`config.mk`:
```
export PLATFORM = sky130hd
export DESIGN_NAME = rhc_div_pipe
export DESIGN_NICKNAME = d
export VERILOG_FILES = /design/src/hw/rtl/rhc_pkg.sv /design/src/hw/rtl/rhc_div_step.sv /design/src/hw/rtl/rhc_div_pipe.sv
export SDC_FILE = /design/constraint.sdc
export NUM_CORES = 2
export LEC_CHECK = 0
export BUFFER_PORTS_ARGS = -buffer_cell sky130_fd_sc_hd__buf_2
export CAP_MARGIN = 20
export CORE_MARGIN = 3
export CORE_UTILIZATION = 39
export DETAILED_ROUTE_END_ITERATION = 16
export GPL_ROUTABILITY_DRIVEN = 1
export PLACE_DENSITY_LB_ADDON = 0.12
export SYNTH_ARGS = -nofsm -noshare
export SYNTH_HDL_FRONTEND = slang
export SYNTH_HIERARCHICAL = 1
export SYNTH_SLANG_ARGS = --single-unit
```
`constraint.sdc`:
```
create_clock -name clk -period 3.3 [get_ports clk]
set_input_delay 0.33 -clock clk [delete_from_list [all_inputs] [get_ports clk]]
set_output_delay 0.33 -clock clk [all_outputs]
set_load 0.02 [all_outputs]
```
`src/hw/rtl/rhc_pkg.sv`:
```
// Types and constants of the RGB to HSV converter
package rhc_pkg;

  localparam int PIX_W        = 12;
  localparam int STEPS        = PIX_W + 1;
  localparam int DIV_W        = 2 * PIX_W + 4;
  localparam int DIFF_W       = PIX_W + 1;
  localparam int C6_W         = PIX_W + 3;
  localparam int NUM_W        = PIX_W + 4;
  localparam int FRONT_STAGES = 3;
  localparam int PIPE_LAT     = FRONT_STAGES + STEPS + 1;

  typedef logic [PIX_W-1:0] pix_t;

  typedef struct packed {
    pix_t red;
    pix_t green;
    pix_t blue;
  } in_pix_t;

  typedef struct packed {
    pix_t hue;
    pix_t saturation;
    pix_t brightness;
  } out_hsv_t;

  typedef enum logic [1:0] {
    SEC_RED,
    SEC_GREEN,
    SEC_BLUE
  } sector_t;

  // One restoring divider lane: running remainder, aligned divisor, quotient so far
  typedef struct packed {
    logic [DIV_W-1:0] rem;
    logic [DIV_W-1:0] dsr;
    logic [STEPS-1:0] quo;
  } div_lane_t;

  typedef struct packed {
    div_lane_t hue;
    div_lane_t sat;
    logic      hue_zero;
    logic      sat_zero;
    pix_t      brightness;
  } div_job_t;

endpackage

```
`src/hw/rtl/rhc_div_step.sv`:
```
// One registered restoring-division step for the hue and saturation lanes
module rhc_div_step
  import rhc_pkg::*;
(
  input  logic     clk,
  input  logic     rst_n,
  input  logic     in_valid,
  input  div_job_t in_job,
  output logic     out_valid,
  output div_job_t out_job
);

  logic     valid_r;
  div_job_t job_r, job_nxt;

  function automatic div_lane_t lane_step(input div_lane_t ln);
    div_lane_t res;
    logic      ge;
    ge      = (ln.rem >= ln.dsr);
    res.rem = ge ? (ln.rem - ln.dsr) : ln.rem;
    res.dsr = ln.dsr >> 1;
    res.quo = {ln.quo[STEPS-2:0], ge};
    return res;
  endfunction

  always_comb begin
    job_nxt     = in_job;
    job_nxt.hue = lane_step(in_job.hue);
    job_nxt.sat = lane_step(in_job.sat);
  end

  always_ff @(posedge clk) begin
    if (!rst_n) begin
      valid_r <= 1'b0;
    end else begin
      valid_r <= in_valid;
    end
  end

  always_ff @(posedge clk) begin
    job_r <= job_nxt;
  end

  assign out_valid = valid_r;
  assign out_job   = job_r;

endmodule

```
`src/hw/rtl/rhc_div_pipe.sv`:
```
// Chain of division steps, one quotient bit per stage
module rhc_div_pipe
  import rhc_pkg::*;
(
  input  logic     clk,
  input  logic     rst_n,
  input  logic     in_valid,
  input  div_job_t in_job,
  output logic     out_valid,
  output div_job_t out_job
);

  logic     valid_chain [0:STEPS];
  div_job_t job_chain   [0:STEPS];

  assign valid_chain[0] = in_valid;
  assign job_chain[0]   = in_job;

  for (genvar i = 0; i < STEPS; i++) begin : g_step
    rhc_div_step u_step (
      .clk       (clk),
      .rst_n     (rst_n),
      .in_valid  (valid_chain[i]),
      .in_job    (job_chain[i]),
      .out_valid (valid_chain[i+1]),
      .out_job   (job_chain[i+1])
    );
  end

  assign out_valid = valid_chain[STEPS];
  assign out_job   = job_chain[STEPS];

endmodule

```
==> results summary <==
The flow ran to the end, and the final reports show no timing, DRC or antenna violations. The final wirelength is 233000 um. For this design the ratio of total power to cell area is 1100 nW/um^2. The final worst setup slack came out at 83.5 ps.

The total grt overflow came out at 0. The TritonCTS buffer count came out at 199. The number of global-route vias before repair is 66.8k. The relative max-transition margin is 52.7%. The hold-critical path depth is 2.

The path depth of the worst reg2reg path is 12. The number of levels in the clock H-tree came out at 4. The sum of net half-perimeters after detailed placement came out at 189000 um.

Along the worst path, the maximum fanout reaches 25. The filler cell count came out at 21.2k. The number of hold-slack violations in the final timing report is 0. The count of clock tree sinks is 1807. The peak supply drop came out at 505 uV. The transition at the pin with the smallest max-transition slack came out at 705 ps. The root cell of the clock tree is clkbuf_16. The ratio of final minimum period to clock period came out at 97.5%. The max-slew violation count is 0.

The share of post-route cells with drive strength above 1 came out at 14.2%. The starting density of the core is 39.4%. The TritonCTS clock tree is done. At the later pin of the worst-skew pair, clock insertion delay measures 840 ps. The floorplan has 172 rows. The number of primary I/O pins came out at 308. The count of mapped cells out of synthesis is 9412. The net count reported at finish is 10.9k. The die covers 229000 um^2. The type of the setup path with the least slack is reg2reg. The worst setup skew after layout is 26.5 ps. The routability congestion estimate from global placement came out at 1.08.

The final setup violation count came out at 0. The capturing element type of the critical path is a register. In this run the critical register-to-register path is launched from g_step[5].u_step/out_job[124]. The worst hold path terminates at g_step[0].u_step/out_job[13]. The initial DRC count is 2866.

The register-to-register setup slack came out at 80 ps. The placeable core region came out at 221000 um^2. Summing internal, switching and leakage power gives 112 mW. The total global routing track utilization came out at 19.9%. The worst path in the final design needs a cycle of 3220 ps, including I/O delays and setup. The data required time of the critical path came out at 4020 ps.

The number of buffers between clock root and the deepest sink came out at 3. The DRC violation count after routing came out at 0. In this run the worst hold path is classified as in2reg.

The arrival time reported for the critical path endpoint came out at 3940 ps. In this run the most critical hold path is launched from in_job[13]. The average cell area after synthesis is 9.24 um^2.

The first-pass GRT wire length is 365000 um. The routed layout has 65.6k vias. The floorplan step set the die width to 478 um.

The initial antenna violation count came to 4. The post-synthesis to final-layout area growth came out at 16.8%. The die height is 478 um. During synthesis, Yosys emitted a total of 6 warnings.

The post-placement setup slack came out at -251 ps. Timing would allow up to 311 MHz. The count of max-cap constraint violations came out at 0. The maximum number of pins on one net before global-route repair came out at 52. STA classifies the critical path startpoint as a register. The count of antenna-violating nets left after detailed routing came out at 0. The clock slew at the register clock pins of the worst setup and hold paths is 60 ps. The number of buffers added on ports is 279. The worst register-to-register path ends at g_step[6].u_step/out_job[126]. The pre-antenna-repair detailed-routing pass consisted of 5 iterations.

The routed wirelength normalized by instance count is 17.8 um. The leakage power of the design is 47.8 nW. After synthesis the cells add up to 87000 um^2. The via-per-instance ratio came out at 5.00. Setup repair after global routing left no endpoint under its margin.
where the power goes:
part	internal, mW	switching, mW	leakage [nW]	total (mW)
clock network	14.6	9.16	3.49	23.8
registers	28.2	3.80	15.2	32.0
logic	25.1	30.8	29.1	56.0
total	68.0	43.8	47.8	112
stage by stage:
| stage | util (%) | hold slack [ps] | area, um^2 | TNS, ps | std cells |
|---|---|---|---|---|---|
| after global placement | 42.1 | 310 | 93000 | -287 | 12630 |
| after detailed placement | 42.1 | 312 | 93000 | -309 | 12630 |
| after global routing | 46.0 | 78.5 | 102000 | 0 | 13134 |
| final | 46.0 | 131 | 102000 | 0 | 13134 |
| after floorplan | - | 310 | 87100 | 0 | 9425 |
| after CTS | 46.0 | 20.8 | 102000 | 0 | 13130 |
placed cells by master (no fill, tap or decap), types with 77 or more instances in the layout:
master         instances
xor2_1               291
and3_1                99
inv_1                897
ha_1                 727
o21ai_0              631
a21oi_1              591
mux2_2               261
nand2_1              880
nand4_1              156
buf_4                247
a21o_1               358
buf_2                279
xnor2_1              337
a31oi_1              124
nand3_1              130
mux2_4                80
clkbuf_16            202
dfxtp_1             1807
nor2_1               434
dlygate4sd3_1        130
nor2b_1              108
nor3_1               119
o21a_1                77
routing by layer:
| layer | GRT usage [%] | routed length, um | up-vias |
|---|---|---|---|
| met4 | 12.7 | 16600 | 4 |
| met1 | 22.4 | 97200 | 30005 |
| met5 | 0 | 27 | - |
| li1 | - | - | 33880 |
| met2 | 35.3 | 112000 | 1238 |
| met3 | 2.64 | 7440 | 490 |
critical path, cell delays in order (launching register included):
cell and delay, ps:
dfxtp_1 300, inv_1 50, ha_1 210, fa_1 420, nand2b_4 170, a211oi_2 320
o211ai_1 240, a311oi_2 410, o211ai_2 160, a31oi_1 250, nor2_2 80, buf_12 170
mux2_2 290
cell type report:
type,count,area (um^2),area share [%]
sequential,1807,36200,35.6
multi-input combinational,6419,46100,45.4
timing repair buffer,682,5060,4.98
clock inverter,106,1620,1.60
inverter,897,3370,3.31
antenna,1,2.50,0.00246
tap,2958,3700,3.64
clock buffer,264,5580,5.49
flip-flops by register name, summed over array words and instances (netlist names):
register and cells:
g_step.u_step/out_valid 13, g_step.u_step/out_job 1794
worst max path at each step:
stage	cells after the start	slack (ps)	startpoint	endpoint
detailed placement	11	-250	g_step[4].u_step/out_job[55]	g_step[5].u_step/out_job[56]
global route	12	3	g_step[3].u_step/out_job[124]	g_step[4].u_step/out_job[128]
global placement	11	-230	g_step[4].u_step/out_job[55]	g_step[5].u_step/out_job[56]
finish	12	80	g_step[5].u_step/out_job[124]	g_step[6].u_step/out_job[126]
CTS	11	50	g_step[4].u_step/out_job[55]	g_step[5].u_step/out_job[56]
floorplan	13	390	g_step[9].u_step/out_job[55]	g_step[10].u_step/out_job[76]
timing repair:
| action | CTS | global route |
|---|---|---|
| hold buffers | 130 | 0 |
| gates resized for setup | 3 | 20 |
| endpoints found under the hold margin | 137 | 0 |
| setup endpoints to repair | 4 | 67 |
| pin swaps | 0 | 5 |
| setup buffers | 0 | 3 |
Power figures use the tool's default switching activity.
